[src/rtl/fpcr_pkg.sv]
// ----------------------------------------------------------------------------
// fpcr_pkg
// Shared widths, constants and the word type carried down the cube root
// pipeline.
// ----------------------------------------------------------------------------
package fpcr_pkg;

    // port widths
    localparam int RAD_W  = 17;
    localparam int ROOT_W = 16;

    // the accepted cube never exceeds the larger of the radicand and 1.0
    localparam int F_W    = RAD_W;
    // the accepted root never exceeds 2.0 in Q14, well inside 17 bits
    localparam int R_W    = 17;
    // a trial cube grows by at most 3.375 over an accepted cube
    localparam int CUBE_W = F_W + 2;
    // a trial root grows by at most 1.5 over an accepted root
    localparam int TR_W   = R_W + 1;

    // 1.0 in Q14
    localparam logic [F_W-1:0] Q14_ONE = F_W'(16384);

    // word passed from one trial stage to the next
    typedef struct packed {
        logic [RAD_W-1:0] radicand;
        logic [F_W-1:0]   cube;
        logic [R_W-1:0]   root;
    } t_trial;

endpackage

[src/rtl/fixed_point_cube_root_unit.sv]
// ----------------------------------------------------------------------------
// fixed_point_cube_root_unit
// Pipelined Q14 cube root by shift-and-add multiplicative normalisation.
// ----------------------------------------------------------------------------
// Usage:
//   A radicand word (unsigned Q14, 16384 is 1.0) is taken on i_radicand at
//   each rising edge where start is high and busy is low. busy is held low,
//   so a new word may be given in every cycle.
//   The root (unsigned Q14) appears on o_root with o_valid high for exactly
//   one cycle, after the entry register and the stage registers: one stage
//   for the 8.0 trial and one stage for each shift from 1 to STEPS.
//   Throughput is one word per cycle; each trial stage holds four narrow
//   shift-adds and one compare, which sets the clock period.
//   Results leave in the order their words arrived. The receiver cannot
//   stall, and the pipeline never holds a word back.
//   Radicands below 1.0 give 1.0.
//   Reset (i_rst_n low at a rising edge) clears every valid bit; words in
//   flight are dropped and no strobe follows.
// ----------------------------------------------------------------------------
module fixed_point_cube_root_unit #(
    parameter int STEPS = 16
) (
    input  logic                        i_clk,
    input  logic                        i_rst_n,
    input  logic                        start,
    output logic                        busy,
    input  logic [fpcr_pkg::RAD_W-1:0]  i_radicand,
    output logic                        o_valid,
    output logic [fpcr_pkg::ROOT_W-1:0] o_root
);
    import fpcr_pkg::*;

    logic             take;
    logic             keep8;
    logic [CUBE_W-1:0] cube8;
    logic [TR_W-1:0]   root2;

    logic     r_vld0;
    t_trial   r_word0;
    logic     n_vld0;
    t_trial   n_word0;

    logic     stage_vld  [0:STEPS];
    t_trial   stage_word [0:STEPS];

    // always ready for a new word
    assign busy = 1'b0;
    assign take = start && !busy;

    // first trial: cube 8.0 against root 2.0
    always_comb begin
        cube8            = CUBE_W'(Q14_ONE) << 3;
        root2            = TR_W'(Q14_ONE) << 1;
        keep8            = cube8 <= CUBE_W'(i_radicand);
        n_vld0           = take;
        n_word0.radicand = i_radicand;
        n_word0.cube     = keep8 ? cube8[F_W-1:0] : Q14_ONE;
        n_word0.root     = keep8 ? root2[R_W-1:0] : R_W'(Q14_ONE);
    end

    // entry stage valid bit
    always_ff @(posedge i_clk) begin
        if (!i_rst_n) begin
            r_vld0 <= 1'b0;
        end else begin
            r_vld0 <= n_vld0;
        end
    end

    // entry stage payload
    always_ff @(posedge i_clk) begin
        r_word0 <= n_word0;
    end

    assign stage_vld[0]  = r_vld0;
    assign stage_word[0] = r_word0;

    // one stage per shift
    for (genvar g = 1; g <= STEPS; g++) begin : g_trial
        fpcr_stage #(
            .K(g)
        ) u_stage (
            .i_clk   (i_clk),
            .i_rst_n (i_rst_n),
            .i_vld   (stage_vld[g-1]),
            .i_word  (stage_word[g-1]),
            .o_vld   (stage_vld[g]),
            .o_word  (stage_word[g])
        );
    end

    // result straight from the last stage register
    assign o_valid = stage_vld[STEPS];
    assign o_root  = stage_word[STEPS].root[ROOT_W-1:0];

endmodule

[src/rtl/fpcr_stage.sv]
// ----------------------------------------------------------------------------
// fpcr_stage
// One trial of the normalisation: grows the cube by (1 + 2^-K)^3 with three
// truncating shift-adds, the root by (1 + 2^-K), and keeps the trial when
// the cube does not exceed the radicand. One register stage.
// ----------------------------------------------------------------------------
module fpcr_stage #(
    parameter int K = 1
) (
    input  logic           i_clk,
    input  logic           i_rst_n,
    input  logic           i_vld,
    input  fpcr_pkg::t_trial i_word,
    output logic           o_vld,
    output fpcr_pkg::t_trial o_word
);
    import fpcr_pkg::*;

    logic [CUBE_W-1:0] cube_base;
    logic [CUBE_W-1:0] cube_a;
    logic [CUBE_W-1:0] cube_b;
    logic [CUBE_W-1:0] cube_c;
    logic [TR_W-1:0]   root_base;
    logic [TR_W-1:0]   root_t;
    logic              keep;

    logic     r_vld;
    t_trial   r_word;
    logic     n_vld;
    t_trial   n_word;

    // trial cube and root
    always_comb begin
        cube_base = CUBE_W'(i_word.cube);
        cube_a    = cube_base + (cube_base >> K);
        cube_b    = cube_a + (cube_a >> K);
        cube_c    = cube_b + (cube_b >> K);
        root_base = TR_W'(i_word.root);
        root_t    = root_base + (root_base >> K);
        keep      = cube_c <= CUBE_W'(i_word.radicand);
    end

    // select kept or previous values
    always_comb begin
        n_vld           = i_vld;
        n_word.radicand = i_word.radicand;
        n_word.cube     = keep ? cube_c[F_W-1:0] : i_word.cube;
        n_word.root     = keep ? root_t[R_W-1:0] : i_word.root;
    end

    // valid bit under reset
    always_ff @(posedge i_clk) begin
        if (!i_rst_n) begin
            r_vld <= 1'b0;
        end else begin
            r_vld <= n_vld;
        end
    end

    // payload register
    always_ff @(posedge i_clk) begin
        r_word <= n_word;
    end

    assign o_vld  = r_vld;
    assign o_word = r_word;

endmodule
[config.mk]
export PLATFORM = sky130hd
export DESIGN_NAME = fixed_point_cube_root_unit
export DESIGN_NICKNAME = d
export VERILOG_FILES = /design/src/rtl/fpcr_pkg.sv /design/src/rtl/fixed_point_cube_root_unit.sv /design/src/rtl/fpcr_stage.sv
export SDC_FILE = /design/constraint.sdc
export NUM_CORES = 2
export LEC_CHECK = 0
export ABC_CLOCK_PERIOD_IN_PS = 11500
export CORE_MARGIN = 3
export CORE_UTILIZATION = 30
export CTS_BUF_LIST = sky130_fd_sc_hd__clkbuf_16
export DETAILED_ROUTE_END_ITERATION = 6
export DONT_BUFFER_PORTS = 1
export GPL_ROUTABILITY_DRIVEN = 0
export PLACE_DENSITY = 0.51
export SLEW_MARGIN = 30
export SYNTH_ARGS = -nofsm -noshare
export SYNTH_HDL_FRONTEND = slang
export SYNTH_SLANG_ARGS = --single-unit
[constraint.sdc]
create_clock -name i_clk -period 11.5 [get_ports i_clk]
set_input_delay 1.15 -clock i_clk [delete_from_list [all_inputs] [get_ports i_clk]]
set_output_delay 1.15 -clock i_clk [all_outputs]
set_load 0.01 [all_outputs]
Word level (Yosys, flattened, before mapping)
Index checks and enable logic that the tools add are counted.
- $add $sub $neg: 60
- magnitude comparators: 16
- mux-type cells: 31
- operators by type and width (cell ; number):
    $mux W17 ; 27
    $le A19 B17 Y1 ; 15
    $mux W16 ; 3
    $add A19 B10 Y19 ; 2
    $add A19 B11 Y19 ; 2
    $add A19 B12 Y19 ; 2
    $add A19 B13 Y19 ; 2
    $add A19 B14 Y19 ; 2
    $add A19 B15 Y19 ; 2
    $add A19 B16 Y19 ; 2
    $add A19 B17 Y19 ; 2
    $add A19 B3 Y19 ; 2
    $add A19 B4 Y19 ; 2
    $add A19 B5 Y19 ; 2
    $add A19 B6 Y19 ; 2
    $add A19 B7 Y19 ; 2
    $add A19 B8 Y19 ; 2
    $add A19 B9 Y19 ; 2
    $add A17 B1 Y18 ; 1
    $add A17 B10 Y18 ; 1
    $add A17 B11 Y18 ; 1
    $add A17 B12 Y18 ; 1
    $add A17 B13 Y18 ; 1
    $add A17 B14 Y18 ; 1
    26 further kinds ; 26
- register bits: 812
- output and inout port bits: 18
- word-level logic and storage cells: 171

Logic depth before layout (Yosys ltp)
- depth in word-level cells: 5
- depth in mapped cells: 43
- mapped depth without buffers: 41

Cells and area by module
A second synthesis with hierarchy kept.
- cell total of the unflattened synthesis: 7735
- area, all modules: 69085.0 µm²
- by module, submodules not included (module ; instances ; cells an instance ; area an instance (µm²)):
    fpcr_stage at g_trial[1].u_stage ; 1 ; 597 ; 5321.4
    fpcr_stage at g_trial[2].u_stage ; 1 ; 631 ; 5307.6
    fpcr_stage at g_trial[5].u_stage ; 1 ; 523 ; 4803.4
    fpcr_stage at g_trial[7].u_stage ; 1 ; 539 ; 4729.5
    fpcr_stage at g_trial[3].u_stage ; 1 ; 553 ; 4688.2
    fpcr_stage at g_trial[6].u_stage ; 1 ; 516 ; 4526.8
    fpcr_stage at g_trial[4].u_stage ; 1 ; 494 ; 4439.3
    fpcr_stage at g_trial[8].u_stage ; 1 ; 455 ; 4185.3
    fpcr_stage at g_trial[9].u_stage ; 1 ; 444 ; 4032.6
    fpcr_stage at g_trial[10].u_stage ; 1 ; 440 ; 3950.0
    fpcr_stage at g_trial[11].u_stage ; 1 ; 434 ; 3933.8
    fpcr_stage at g_trial[12].u_stage ; 1 ; 406 ; 3846.2
    fpcr_stage at g_trial[15].u_stage ; 1 ; 420 ; 3783.6
    fpcr_stage at g_trial[13].u_stage ; 1 ; 427 ; 3773.6
    +3 rows ; -- ; -- ; --

Worst setup path after synthesis
No wires, ideal clock.
- kind: register to register
- start point: register g_trial[9].u_stage.r_word (netlist bit g_trial[9].u_stage.o_word[27])
- end point: register g_trial[10].u_stage.r_word (netlist bit g_trial[10].u_stage.o_word[17])
- setup time: 0.121 ns
- arrival time: 8.207 ns
- required time: 11.379 ns
- setup slack: 3.173 ns
- cell stages (with the launch flop): 41
- buffers on the path: 1
- period minus slack after synthesis: 8.327 ns
- cell sequence: dfxtp_1 > ha_1 > inv_1 > fa_1 > nor2b_1 > o31a_1 > o21a_1 > nand4_1 > xor2_1 > inv_1 > ha_1 > inv_1 > fa_1 > nor2b_1 > o31a_1 > o21ai_0 > a21o_1 > nor3_1 > [5 not listed] > nor2b_1 > o21ai_0 > a21boi_0 > o21ai_0 > a21boi_0 > o21a_1 > o21ai_0 > a2111oi_0 > nand3_1 > xnor2_1 > ha_1 > and4_1 > nand2_1 > nor4_1 > nor3_1 > a211oi_2 > buf_2 > mux2_2
- RTL lines (what ; line ; RTL):
    start: declaration ; fpcr_stage.sv:28 ; t_trial r_word;
    start signal: assignment ; fpcr_stage.sv:62 ; r_word <= n_word;
    end signal: assignment ; fpcr_stage.sv:62 ;
    end: declaration ; fpcr_stage.sv:28 ;

==> impl_metrics.yaml <==
layout:
  drive_gt1_share_pct: 7.276
  areaGrowthSynthToFinish_pct: 10.47
  num-fill-cells: 18191
  antenna-diode-count: 0
  layout.nets: 6897
  layout_common_cells: "742 x sky130_fd_sc_hd__dfxtp_1, 680 x sky130_fd_sc_hd__ha_1, 593 x sky130_fd_sc_hd__inv_1"
  layout.cells.most_common: "sky130_fd_sc_hd__dfxtp_1"
floorplan:
  die-width_um: 429.1
  fp.dieArea_um2: 184100
  core_region_area_um2: 177100
  ioPinCount: 38
  initial_utilization_pct: 30.32
  chipHeight_um: 429.1
  std_cell_rows: 154
synth:
  ys_async_sr_fraction_pct: 0
  syn-instance-count: 6138
  synthDistinctLibCells: 105
  synthesis.yosys.warnings: 0
  synth.cell_area_um2: 53690
  synth_seq_cells: 742
  postSynth.topFlopCell: "sky130_fd_sc_hd__dfxtp_1"
  ys_seq_area_share_pct: 27.66
  synth_edf_count: 0
  synthesis.area_per_instance_um2: 8.748
routing:
  drc_errors: 1
  vias_per_cell: 5.000
  totalWireLength_um: 145300
  routed_wire_length_per_instance_um: 16.99
  firstDrtPassIters: 7
  drtAntennaViolNets: 0
  via_count: 42756
  drt_iter0_markers: 2485
cts:
  clock_path_buffers: 3
  path_clk_slew_ps: 60
  h-tree-depth: 3
  cts.root.buffer_cell: "sky130_fd_sc_hd__clkbuf_16"
  worst_skew_pair.late_latency_ps: 700
  cts_inserted_buffers: 85
  hold_buffers: 0
  cts_setup_buffers: 0
  post_cts_resize_count: 0
  numClockSinks: 742
  cts_tree: "built"
setup_path:
  setup.worst_path.end: "g_trial[10].u_stage.o_word[31]$_DFF_P_"
  cp-startpoint: "g_trial[9].u_stage.o_word[29]$_DFF_P_"
  critical-path-top-cell-by-count: "sky130_fd_sc_hd__o21ai_0"
  worstPathArrival_ps: 10810
  worstReg2RegEnd: "g_trial[10].u_stage.o_word[31]$_DFF_P_"
  critical-path-slowest-cell: "sky130_fd_sc_hd__a2111oi_1"
  critical_path.max_fanout: 17
  worstSetupStartpointType: "flop"
  required_ps: 12060
  timing.critical_path.slowest_cell_delay_ps: 810
  r2r_cells: 33
  endpoint_kind: "flop"
  rr_startpoint: "g_trial[9].u_stage.o_word[29]$_DFF_P_"
  timing_worst_setup_path_type: "flop to flop"
  r2r_setup_slack_ps: 1250
placement:
  port_buffers: 0
  dp_hpwl_um: 119200
  place_ws_ps: 1255
run_status:
  outcome: "complete, but fails checks"
  violations: "design-rule violations"
hold_path:
  hold_path_class: "flop to flop"
timing:
  setup_repair_after_global_routing_missed_its_margin: "no"
  finClkSkew_ps: 38.04
  finalWorstPathRequiredPeriod_ps: 10250
  slew_viol_final: 0
  maxClockFrequency_mhz: 97.59
  total_count_of_hold_check_failures_in_the_final_report: 0
  tightest_slew_ps: 929.0
  setup_viol: 0
  fin_crit_sh_pct: 89.11
  timing.slew.headroom_pct: 37.64
  final.setup.tns_ps: 0
  timing.final.ws_setup_ps: 1253
flow_run:
  max_cap_violations: 0
global_routing:
  gr-total-overflow: 0
  first_pass_grt_wire_length_um: 229900
  initial_antenna_violation_count: 0
  grt_start_max_net_pins: 43
  grt_pass1_vias: 41892
  grt_util_all_layers_pct: 15.38
[registers in the layout (all words and copies together) (netlist names)]
signal,count
g_trial.u_stage.o_word,708
g_trial.u_stage.o_vld,16
r_vld0,1
r_word0,17
[final cells by class]
class,instances,area [µm²],share of cell area (%)
sequential,742,14850,25.04
tap,2340,2928,4.936
multi-input combinational,4722,36330,61.24
clock inverter,69,789.5,1.331
inverter,578,2170,3.658
clock buffer,85,2127,3.586
timing repair buffer,16,120.1,0.2025
[worst min-delay path by stage]
| stage | cells past startpoint | startpoint | end | slack, ps |
|---|---|---|---|---|
| 2_1_floorplan | 0 | r_word0[34]$_DFF_P_ | g_trial[1].u_stage.o_word[34]$_DFF_P_ | 310 |
| 3_3_place_gp | 0 | r_word0[44]$_DFF_P_ | g_trial[1].u_stage.o_word[44]$_DFF_P_ | 310 |
| 3_5_place_dp | 0 | r_word0[34]$_DFF_P_ | g_trial[1].u_stage.o_word[34]$_DFF_P_ | 310 |
| 4_1_cts | 0 | r_word0[34]$_DFF_P_ | g_trial[1].u_stage.o_word[34]$_DFF_P_ | 330 |
| 5_1_grt | 0 | r_word0[42]$_DFF_P_ | g_trial[1].u_stage.o_word[42]$_DFF_P_ | 330 |
| 6_report | 0 | r_word0[43]$_DFF_P_ | g_trial[1].u_stage.o_word[43]$_DFF_P_ | 320 |
[critical path, delay by kind of cell, from the launching register on]
kind | cells | cell delay [ps]
AO/OA/AOI/OAI | 15 | 4780
XOR/XNOR | 3 | 1150
multiplexers | 1 | 360
adder cells (fa/ha/maj) | 4 | 1520
flip-flops | 1 | 510
buffers and inverters | 2 | 520
AND/OR/NAND/NOR | 8 | 1260
[synth_stat cells (all sizes together), types with 31 or more instances]
cell type / instances / share of area, %
o21a: 128 / 1.8
ha: 680 / 16
and2: 52 / 0.61
nand4: 109 / 1.3
nor3: 157 / 1.5
o211ai: 38 / 0.53
xor2: 246 / 4.0
mux2: 220 / 4.7
nor3b: 39 / 0.55
dfxtp: 742 / 28
a21o: 136 / 1.9
a211oi: 66 / 0.96
nand2b: 63 / 0.73
xnor2: 481 / 7.9
or3: 42 / 0.50
nand3: 155 / 1.4
a21oi: 331 / 3.1
and3: 62 / 0.72
or2: 33 / 0.38
buf: 31 / 0.35
inv: 578 / 4.0
o21ai: 287 / 2.7
nor2: 365 / 2.6
fa: 52 / 1.9
nor2b: 92 / 1.1
nand2: 338 / 2.4
o21bai: 56 / 0.79
nor4: 46 / 0.54
clkbuf: 79 / 0.55
[routing by layer]
metal,up-vias,track usage [%],wire (µm)
met5,-,0,0
met4,0,4.124,3504
met3,191,1.757,4717
met2,707,25.91,66890
met1,20086,20.74,70160
li1,21772,-,-
[cells by family (layout without fill, tap and decap cells)]
family / count (synthesis) / count (layout) / share of synthesized area, %
XOR/XNOR: 727 / 727 / 11.87
buffers and inverters: 688 / 748 / 4.945
other: 1 / 15 / 0.006984
AND/OR/NAND/NOR: 1676 / 1676 / 16.19
adder cells (fa/ha/maj): 733 / 733 / 17.80
flip-flops: 742 / 742 / 27.66
multiplexers: 229 / 229 / 4.852
AO/OA/AOI/OAI: 1342 / 1342 / 16.67
[per-stage QoR]
stage               cell area, µm²  instances  utilization [%]  hold WS (ps)
floorplan                    53750       6152                -         309.6
CTS                          59290       8552            33.48         326.7
global route                 59310       8552            33.50         329.6
global placement             56350       8398            31.82         309.9
detailed placement           56370       8398            31.84         312.1
finish                       59310       8552            33.50         323.9
Power is left out: the tool's default activity adds up to more than one toggle a clock period on the data nets, which glitch-free logic cannot reach.
